**src/rtl/core/wstq_pkg.sv**
```systemverilog
// Package for the work-stealing task queues: sizes, request and status codes,
// and the structs passed between the queue controller and the top level.
// No dependencies.
package wstq_pkg;

  localparam int NUM_WORKERS = 4;
  localparam int QUEUE_DEPTH = 1024;
  localparam int TASK_WIDTH  = 32;

  localparam int WID_W  = $clog2(NUM_WORKERS);
  localparam int SLOT_W = $clog2(QUEUE_DEPTH);
  localparam int PTR_W  = SLOT_W + 1;
  localparam int ADDR_W = WID_W + SLOT_W;
  localparam int ACT_W  = 3;
  localparam int SUM_W  = ACT_W + 1;

  localparam logic [ACT_W-1:0] ACT_RESET = ACT_W'(NUM_WORKERS);

  typedef enum logic {
    REQ_ADD   = 1'b0,
    REQ_FETCH = 1'b1
  } req_e;

  typedef enum logic [1:0] {
    ST_ADDED = 2'd0,
    ST_FULL  = 2'd1,
    ST_GIVEN = 2'd2,
    ST_NONE  = 2'd3
  } status_e;

  // Memory access issued by the controller at the accept edge.
  typedef struct packed {
    logic                  we;
    logic                  re;
    logic [ADDR_W-1:0]     addr;
    logic [TASK_WIDTH-1:0] wdata;
  } mem_req_t;

  // Decision for one request, held until the result transfer.
  typedef struct packed {
    status_e          status;
    logic [WID_W-1:0] src;
    logic             stolen;
  } res_t;

endpackage

```
**src/rtl/core/wstq_ctrl.sv**
```systemverilog
// Queue controller: head/tail pointers, round-robin target, active count,
// and the add / fetch / steal decision. Uses wstq_pkg.
module wstq_ctrl
  import wstq_pkg::*;
(
  input  logic                  clk_i,
  input  logic                  rst_ni,
  input  logic                  accept_i,
  input  logic                  req_type_i,
  input  logic [WID_W-1:0]      worker_id_i,
  input  logic [TASK_WIDTH-1:0] task_handle_i,
  input  logic                  cfg_we_i,
  input  logic [ACT_W-1:0]      cfg_data_i,
  output mem_req_t              mem_o,
  output res_t                  res_o
);

  logic [ACT_W-1:0] act_q;
  logic [PTR_W-1:0] head_q [NUM_WORKERS];
  logic [PTR_W-1:0] tail_q [NUM_WORKERS];
  logic [WID_W-1:0] tgt_q, tgt_d;

  logic [ACT_W-1:0]  act_eff;
  logic [PTR_W-1:0]  occ     [NUM_WORKERS];
  logic [NUM_WORKERS-1:0] nonempty;
  logic [NUM_WORKERS-1:0] full;
  logic [WID_W-1:0]  cand    [NUM_WORKERS];
  logic [WID_W-1:0]  add_wid;
  logic [WID_W-1:0]  sel_wid;
  logic              is_add;
  logic              do_write;
  logic              do_read;
  logic              steal_hit;
  logic [WID_W-1:0]  steal_wid;
  logic              wid_ok;

  // clamp the active count to 1..NUM_WORKERS
  always_comb begin
    act_eff = act_q;
    if (act_q == '0) begin
      act_eff = ACT_W'(1);
    end else if (act_q > ACT_W'(NUM_WORKERS)) begin
      act_eff = ACT_W'(NUM_WORKERS);
    end
  end

  always_comb begin
    for (int i = 0; i < NUM_WORKERS; i++) begin
      occ[i]      = tail_q[i] - head_q[i];
      nonempty[i] = (occ[i] != '0);
      full[i]     = (occ[i] >= PTR_W'(QUEUE_DEPTH));
    end
  end

  // steal candidates: (worker + k) wrapped at the active count
  always_comb begin
    logic [SUM_W-1:0] sum;
    for (int k = 0; k < NUM_WORKERS; k++) begin
      sum = SUM_W'(worker_id_i) + SUM_W'(k);
      if (sum >= SUM_W'(act_eff)) begin
        sum = sum - SUM_W'(act_eff);
      end
      cand[k] = sum[WID_W-1:0];
    end
  end

  // lowest k wins
  always_comb begin
    steal_hit = 1'b0;
    steal_wid = '0;
    for (int k = NUM_WORKERS - 1; k >= 1; k--) begin
      if ((ACT_W'(k) < act_eff) && nonempty[cand[k]]) begin
        steal_hit = 1'b1;
        steal_wid = cand[k];
      end
    end
  end

  assign is_add  = (req_type_i == REQ_ADD);
  assign wid_ok  = (ACT_W'(worker_id_i) < act_eff);
  assign add_wid = (ACT_W'(tgt_q) < act_eff) ? tgt_q : '0;
  assign tgt_d   = ((ACT_W'(add_wid) + ACT_W'(1)) == act_eff) ? '0 : add_wid + WID_W'(1);

  always_comb begin
    res_o.status = ST_NONE;
    res_o.src    = worker_id_i;
    res_o.stolen = 1'b0;
    sel_wid      = worker_id_i;
    do_write     = 1'b0;
    do_read      = 1'b0;
    if (is_add) begin
      res_o.src = add_wid;
      sel_wid   = add_wid;
      if (full[add_wid]) begin
        res_o.status = ST_FULL;
      end else begin
        res_o.status = ST_ADDED;
        do_write     = 1'b1;
      end
    end else if (wid_ok) begin
      if (nonempty[worker_id_i]) begin
        res_o.status = ST_GIVEN;
        do_read      = 1'b1;
      end else if (steal_hit) begin
        res_o.status = ST_GIVEN;
        res_o.src    = steal_wid;
        res_o.stolen = 1'b1;
        sel_wid      = steal_wid;
        do_read      = 1'b1;
      end
    end
  end

  always_comb begin
    mem_o.we    = accept_i & do_write;
    mem_o.re    = accept_i & do_read;
    mem_o.wdata = task_handle_i;
    mem_o.addr  = is_add ? {sel_wid, tail_q[sel_wid][SLOT_W-1:0]}
                         : {sel_wid, head_q[sel_wid][SLOT_W-1:0]};
  end

  always_ff @(posedge clk_i or negedge rst_ni) begin
    if (!rst_ni) begin
      act_q <= ACT_RESET;
      tgt_q <= '0;
      for (int i = 0; i < NUM_WORKERS; i++) begin
        head_q[i] <= '0;
        tail_q[i] <= '0;
      end
    end else begin
      if (cfg_we_i) begin
        act_q <= cfg_data_i;
      end
      if (accept_i && is_add) begin
        tgt_q <= tgt_d;
      end
      if (accept_i && do_write) begin
        tail_q[sel_wid] <= tail_q[sel_wid] + PTR_W'(1);
      end
      if (accept_i && do_read) begin
        head_q[sel_wid] <= head_q[sel_wid] + PTR_W'(1);
      end
    end
  end

endmodule

```
**config.mk**
```make
export PLATFORM = sky130hd
export DESIGN_NAME = wstq_ctrl
export DESIGN_NICKNAME = d
export VERILOG_FILES = /design/src/rtl/core/wstq_pkg.sv /design/src/rtl/core/wstq_ctrl.sv
export SDC_FILE = /design/constraint.sdc
export NUM_CORES = 1
export LEC_CHECK = 0
export ABC_AREA = 1
export BUFFER_PORTS_ARGS = -buffer_cell sky130_fd_sc_hd__buf_2
export CORE_MARGIN = 2
export CORE_UTILIZATION = 45
export DETAILED_ROUTE_END_ITERATION = 8
export SLEW_MARGIN = 20
export SYNTH_ARGS = -nofsm -noshare
export SYNTH_HDL_FRONTEND = slang
export SYNTH_SLANG_ARGS = --single-unit
```
**constraint.sdc**
```tcl
create_clock -name clk_i -period 4.7 [get_ports clk_i]
set_clock_uncertainty 0.05 [all_clocks]
set_input_delay 0.47 -clock clk_i [delete_from_list [all_inputs] [get_ports clk_i]]
set_output_delay 0.47 -clock clk_i [all_outputs]
set_load 0.01 [all_outputs]
```
# Word level (Yosys, flattened, before mapping)
# Cells that the tools add are included.
[word_totals] word_cells=112 output_inout_bits=51 inputBits=42 regBits=93
[classes] bitwise=4 eq_ne=1 n_reduce_logical=12 addsub=14 mux=51 magnitude_cmp=20
[op_table] op="44-bit bitwise mux" count=2
[op_table] op="11-bit 2-to-1 mux" count=5
[op_table] op="11-bit binary-select mux with 2-bit select" count=2
[op_table] op="11-bit greater-or-equal comparator, second input constant" count=4
[op_table] op="11-bit nonzero test" count=4
[op_table] op="11-bit subtractor" count=4
[op_table] op="2-bit 2-to-1 mux" count=12
[op_table] op="11-bit by 1-bit adder with 11-bit output, second input constant" count=2
[op_table] op="11-bit demux with 2-bit select" count=1
[op_table] op="1-bit 2-to-1 mux" count=17
[op_table] op="2-bit by 3-bit less-than comparator with 1-bit output, second input constant" count=5
[op_table] op="1-bit binary-select mux with 2-bit select" count=5
[op_table] op="10-bit 2-to-1 mux" count=1
[op_table] op="3-bit greater-or-equal comparator" count=3
[op_table] op="3-bit 2-to-1 mux" count=3
[op_table] op="4-bit 2-to-1 mux" count=2
[op_table] op="1-bit logical AND" count=7
[op_table] op="2-bit by 1-bit adder with 3-bit output, second input constant" count=2
[op_table] op="2-bit by 2-bit adder with 3-bit output, second input constant" count=2
[op_table] op="2-bit by 3-bit less-than comparator with 1-bit output" count=2
[op_table] op="2-bit by 3-bit less-than comparator with 1-bit output, first input constant" count=2
[op_table] op="2-bit subtractor" count=3
[op_table] op="5-bit 2-to-1 mux" count=1
[op_table] op="3-bit == test" count=1
[op_table] op="9 further kinds" count=10

# Longest topological paths before layout
[logic_depth] ltp_word=21 depth_mapped=38 mapped_depth_nobuf=38

# Worst setup path before layout
# No wires, ideal clock.
[synth_timing] kind="reg-to-reg" from="register act_q[2]" to="register tail_q[10] (netlist name)" setup_slack_ns=0.348 n_path_buf=3 arrival_time_ns=4.184 synth_period_minus_slack_ns=4.352 path_stages_with_launch=33 path_cell_list="dfstp_2 -> clkbuf_1 -> inv_1 -> nand2_1 -> ha_1 -> inv_1 -> nand2_1 -> o211ai_1 -> o21a_1 -> inv_1 -> nand4_1 -> nand2_1 -> nand2_1 -> nand3_1 -> nand3_2 -> nand3_4 -> nor2_2 -> nand2_2 -> nand2_4 -> nand2_2 -> buf_6 -> buf_6 -> o21ai_1 -> nand2_1 -> nand2_2 -> ha_1 -> inv_1 -> nor2_1 -> nand2_1 -> nor2_2 -> nand3_1 -> nand3_1 -> nand2_1"
[synth_between] elab_chain_cells=21 elab_cells_between_ends=54 cone_classes="add/sub (4); order compare (11); mux (32); bitwise (1); reduce/logical (6)"
[synth_rtl] element="start: declaration" line="wstq_ctrl.sv:18" text="logic [ACT_W-1:0] act_q;"
[synth_rtl] element="start signal: assignment" line="wstq_ctrl.sv:132" text="act_q <= cfg_data_i;"
[synth_rtl] element="3-bit greater-than comparator" line="wstq_ctrl.sv:42" text="end else if (act_q > ACT_W'(NUM_WORKERS)) begin"
[synth_rtl] element="3-bit 2-to-1 mux" line="wstq_ctrl.sv:42"
[synth_rtl] element="3-bit 2-to-1 mux *" line="wstq_ctrl.sv:40" text="if (act_q == '0) begin"
[synth_rtl] element="3-bit greater-or-equal comparator / 2-bit subtractor (equally long branches)" line="wstq_ctrl.sv:60, wstq_ctrl.sv:61"
[synth_rtl] element="2-bit 2-to-1 mux" line="wstq_ctrl.sv:60" text="if (sum >= SUM_W'(act_eff)) begin"
[synth_rtl] element="1-bit binary-select mux with 2-bit select" line="wstq_ctrl.sv:72" text="if ((ACT_W'(k) < act_eff) && nonempty[cand[k]]) begin"
[synth_rtl] element="1-bit 2-to-1 mux (implied by the code)" line="wstq_ctrl.sv:72"
[synth_rtl] element="1-bit logical AND" line="wstq_ctrl.sv:72"
[synth_rtl] element="[5 not listed]"
[synth_rtl] element="2-bit 2-to-1 mux" line="wstq_ctrl.sv:100" text="end else if (wid_ok) begin"
[synth_rtl] element="2-bit 2-to-1 mux" line="wstq_ctrl.sv:91" text="if (is_add) begin"
[synth_rtl] element="2-bit NOT with 3-bit output (implied by the code)" line="wstq_ctrl.sv:138" text="tail_q[sel_wid] <= tail_q[sel_wid] + PTR_W'(1);"
[synth_rtl] element="11-bit binary-select mux with 2-bit select (tied with other cells)" line="wstq_ctrl.sv:138"
[synth_rtl] element="11-bit 2-to-1 mux (implied by the code) / 1-bit logical AND (equally long branches)" line="wstq_ctrl.sv:138"
[synth_rtl] element="11-bit 2-to-1 mux (implied by the code)" line="wstq_ctrl.sv:138"
[synth_rtl] element="11-bit by 1-bit adder with 11-bit output / 11-bit demux with 2-bit select (equally long branches)" line="wstq_ctrl.sv:138"
[synth_rtl] element="44-bit bitwise mux" line="wstq_ctrl.sv:138"
[synth_rtl] element="end signal: indexed assignment" line="wstq_ctrl.sv:138"
[synth_rtl] element="end: declaration" line="wstq_ctrl.sv:20" text="logic [PTR_W-1:0] tail_q [NUM_WORKERS];"
# Every way passes the cells marked *; elsewhere a longest branch is shown, timed or not. The select of a mux whose other input is x is not followed.
# A chain may end at the register's enable or synchronous reset.

==> results.txt <==
----------------------------------------------------
[Outcome]
  Result of the run ... finished clean

[Floorplanning]
  Floorplan die area ... 0.02052 sq mm
  Die height ... 143.2 um
  Floorplan core area ... 0.01889 sq mm
  I/O pin count ... 93
  Site row count ... 50
  Effective utilization at floorplan ... 46.18%
  Horizontal die dimension ... 143.2 um

[Worst setup path]
  Crit path capture type ... output pin
  Category of the worst setup path launch point ... register
  Critical-path maximum fanout ... 7
  Category of the most critical setup path ... reg -> out
  Data required time of the critical path ... 4.18 ns
  Reg2reg setup slack ... 0.24 ns
  Data arrival, critical path ... 4.05 ns

[Global route]
  Remaining global-route overflow ... 0
  Pin count of the biggest net entering global routing ... a little over 60
  Gr usage total ... 26.72%
  Initial antenna violation count ... 0
  Wire length of the first global-routing pass ... about 42 mm
  Number of global-route vias before repair ... approximately 7900

[Synthesis]
  Proportion of synthesized chip area in sequential cells ... between 20% and 30%
  Post-synth top flop ... dfrtp_1
  Synthesized area ... 0.008725 sq mm
  Leading cell types by total area after synthesis ... dfrtp_1 26%, nand2_1 22%, inv_1 9.2%
  Unique masters post-synth ... 43
  Top post-synthesis cells by count ... 507 x nand2_1, 213 x inv_1, 117 x nand3_1
  Net count after synthesis ... 1483
  Yosys reg bits ... a little over 90
  Cell type with the highest aggregate area in the netlist ... dfrtp_1
  Post-synth top area share ... 26.39%
  Synthesis warning total ... 0
  Leading cell type by number of instances after synthesis ... nand2_1
  Mapped Avg Cell Area ... roughly 6.3 sq um
  Fraction of registers with async set/reset ... 100.0%
  EDFF count, synth ... 0
  Number of instances in the synthesized netlist ... 1386

[Timing]
  Max-slew violation total from the final report ... 0
  Setup Viol. Count Final ... 0
  Headroom to the max-slew limit ... between 40% and 50%
  Final clock period utilization by the worst path ... 97.22%
  Transition time of the tightest slew-check pin ... 0.8176 ns
  Tmin final ... 4.569 ns
  Hold violation total from the final report ... 0
  Worst hold margin ... 0.1410 ns
  Peak Freq ... 218.9 MHz

[Clock tree]
  Clock sink total ... 93
  Number of buffers created by CTS ... 9
  Root buffer cell ... clkbuf_16
  Bufs on Longest Clock Path ... 2
  Source-to-sink clock delay at the later pin of the worst-skew pair ... between 0.3 and 0.4 ns
  H-tree depth ... 3
  Count of hold-fix buffers inserted at cts ... 0
  Clock tree from TritonCTS ... done
  Clock-pin slew on the worst setup and hold paths ... around 0.07 ns

[Layout]
  Diode count ... 0
  Final net count ... 1498
  Util after Layout ... a little over half
  Final design instance area without fill ... approximately 0.01 sq mm
  Share of cells above drive strength 1 ... 17.28%
  Layout overhead on the synthesized area ... 15.07%
  Number of fill cells ... 1929
  Non-filler instance count after layout ... 1666

[Power and ir drop]
  Worst vdd ir ... 264.6 uV
  Power Dens Cells ... 717.6 mW/mm^2
  Total leakage power ... 5.368 nW

[Place]
  Dpl cells ... 1635
  HPWL reported at the end of detailed placement ... 21.12 mm
  Global placement routability congestion ... 0.9318
  Port Buffers ... 28
  Placed instance area ... 0.008926 sq mm

[Drt]
  Residual DRC count ... 0
  1st-iter DRT viols ... roughly 740
  Number of vias after detailed routing ... ~8700
  Antenna Nets Post-Route ... 0
  Per-cell routed wire length ... 16.40 um
  Vias/cell ... between 5 and 6
  Detailed-route wire length ... 27.32 mm
  DR pass1 iterations ... 6

[Worst hold path]
  Class of the most critical hold timing path ... in -> async

[Flow run]
  Max-cap check violation count ... 0

----------------------------------------------------
==> cell usage in the layout, fill, tap and decap left out, drive strengths merged, types with 2 or more instances in the layout <==
cell type,count
nand2,528
inv,219
nand3,131
nor2,101
dfrtp,92
o21ai,92
buf,63
ha,55
a21oi,29
nand4,20
nand3b,17
clkbuf,11
xor2,9
xnor2,6
clkinv,5
o21a,4
bufinv,4
o22ai,3
o21bai,3
o211ai,3
nor3,2
a31oi,2
a22oi,2
or2,2
==> routing by layer <==
metal	track usage [%]	part of all wire (%)	wire [um]
met4	8.153	2.0	533
met2	41.58	45	12310
met1	37.51	47	12930
met3	5.265	5.7	1554
met5	0	0	0
==> cell type report <==
cell class                      count  area (sq um)  share of cell area [%]
Inverter                          222         840.8                   8.375
Multi-Input combinational cell   1011          5708                   56.85
Tap cell                          260         325.3                   3.240
Clock inverter                      6         133.9                   1.333
Timing Repair Buffer               64         474.2                   4.723
Clock buffer                       10         229.0                   2.281
Sequential cell                    93          2328                   23.19
==> worst paths after layout <==
| path | to | cells past startpoint | from |
|---|---|---|---|
| worst max-delay path | mem_o[32] | 25 | act_q[1]$_DFFE_PN0P_ |
| worst min-delay path | tail_q[13]$_DFFE_PN0P_ | 1 | rst_ni |
| worst max register to register | tail_q[39]$_DFFE_PN0P_ | 28 | act_q[1]$_DFFE_PN0P_ |
| worst min register to register | tail_q[22]$_DFFE_PN0P_ | 2 | tail_q[22]$_DFFE_PN0P_ |
| max in group asynchronous | head_q[8]$_DFFE_PN0P_ | 2 | rst_ni |
| min in group clk_i | act_q[0]$_DFFE_PN0P_ | 3 | cfg_data_i[0] |
==> through the flow <==
stage	setup TNS (ns)	setup slack, ns	total power (W)
floorplan	0	0.3479	0.004483
global placement	0	0.03304	0.005561
detailed placement	-0.1288	-0.04449	0.005591
CTS	0	0.0005858	0.006555
global route	-0.2308	-0.05837	0.007879
finish	0	0.1307	0.007205
==> worst max-delay path, stage by stage (launching register included) <==
cell and delay [ns]:
dfrtp_1 0.45, a21oi_4 0.26, ha_1 0.28, nand2_1 0.11
a21o_1 0.17, a21oi_2 0.17, nand2_1 0.07, o21a_1 0.13
inv_2 0.07, nand2_1 0.05, nand3_1 0.12, nand3_2 0.13
nand3_4 0.13, nand3_4 0.10, a21oi_4 0.22, nand2_4 0.11
nand2_8 0.11, buf_6 0.15, nand2_1 0.06, nand2_2 0.07
nand2_1 0.06, nand2_2 0.08, buf_6 0.10, nor2_1 0.04
a31oi_1 0.25, buf_2 0.19
==> cell families (layout without fill, tap and decap cells) <==
family,Yosys count,count (layout),synth area share [%]
fa+ha+maj,55,55,7.888
compound gates,140,140,8.863
flops,93,93,26.69
buf+inv,283,302,14.50
xor+xnor,15,15,1.592
simple gates,800,801,40.47
==> state kept, by name (all words and copies together) (netlist names) <==
signal / cells
tail_q: 44
head_q: 44
tgt_q: 2
act_q: 3
==> power by group <==
part	switching [W]	internal, W
combinational	0.00319	0.00180
clock	0.000331	0.000575
sequential	0.000227	0.00108
total	0.00375	0.00345
==> repair_timing <==
item	in CTS	in global routing
gates cloned	0	1
endpoints found under the setup margin	10	71
gates resized for setup	12	135
hold endpoints to repair	0	0
pin swaps	4	21
buffers inserted	1	13
Note: power is estimated with default switching activity, not from simulation.
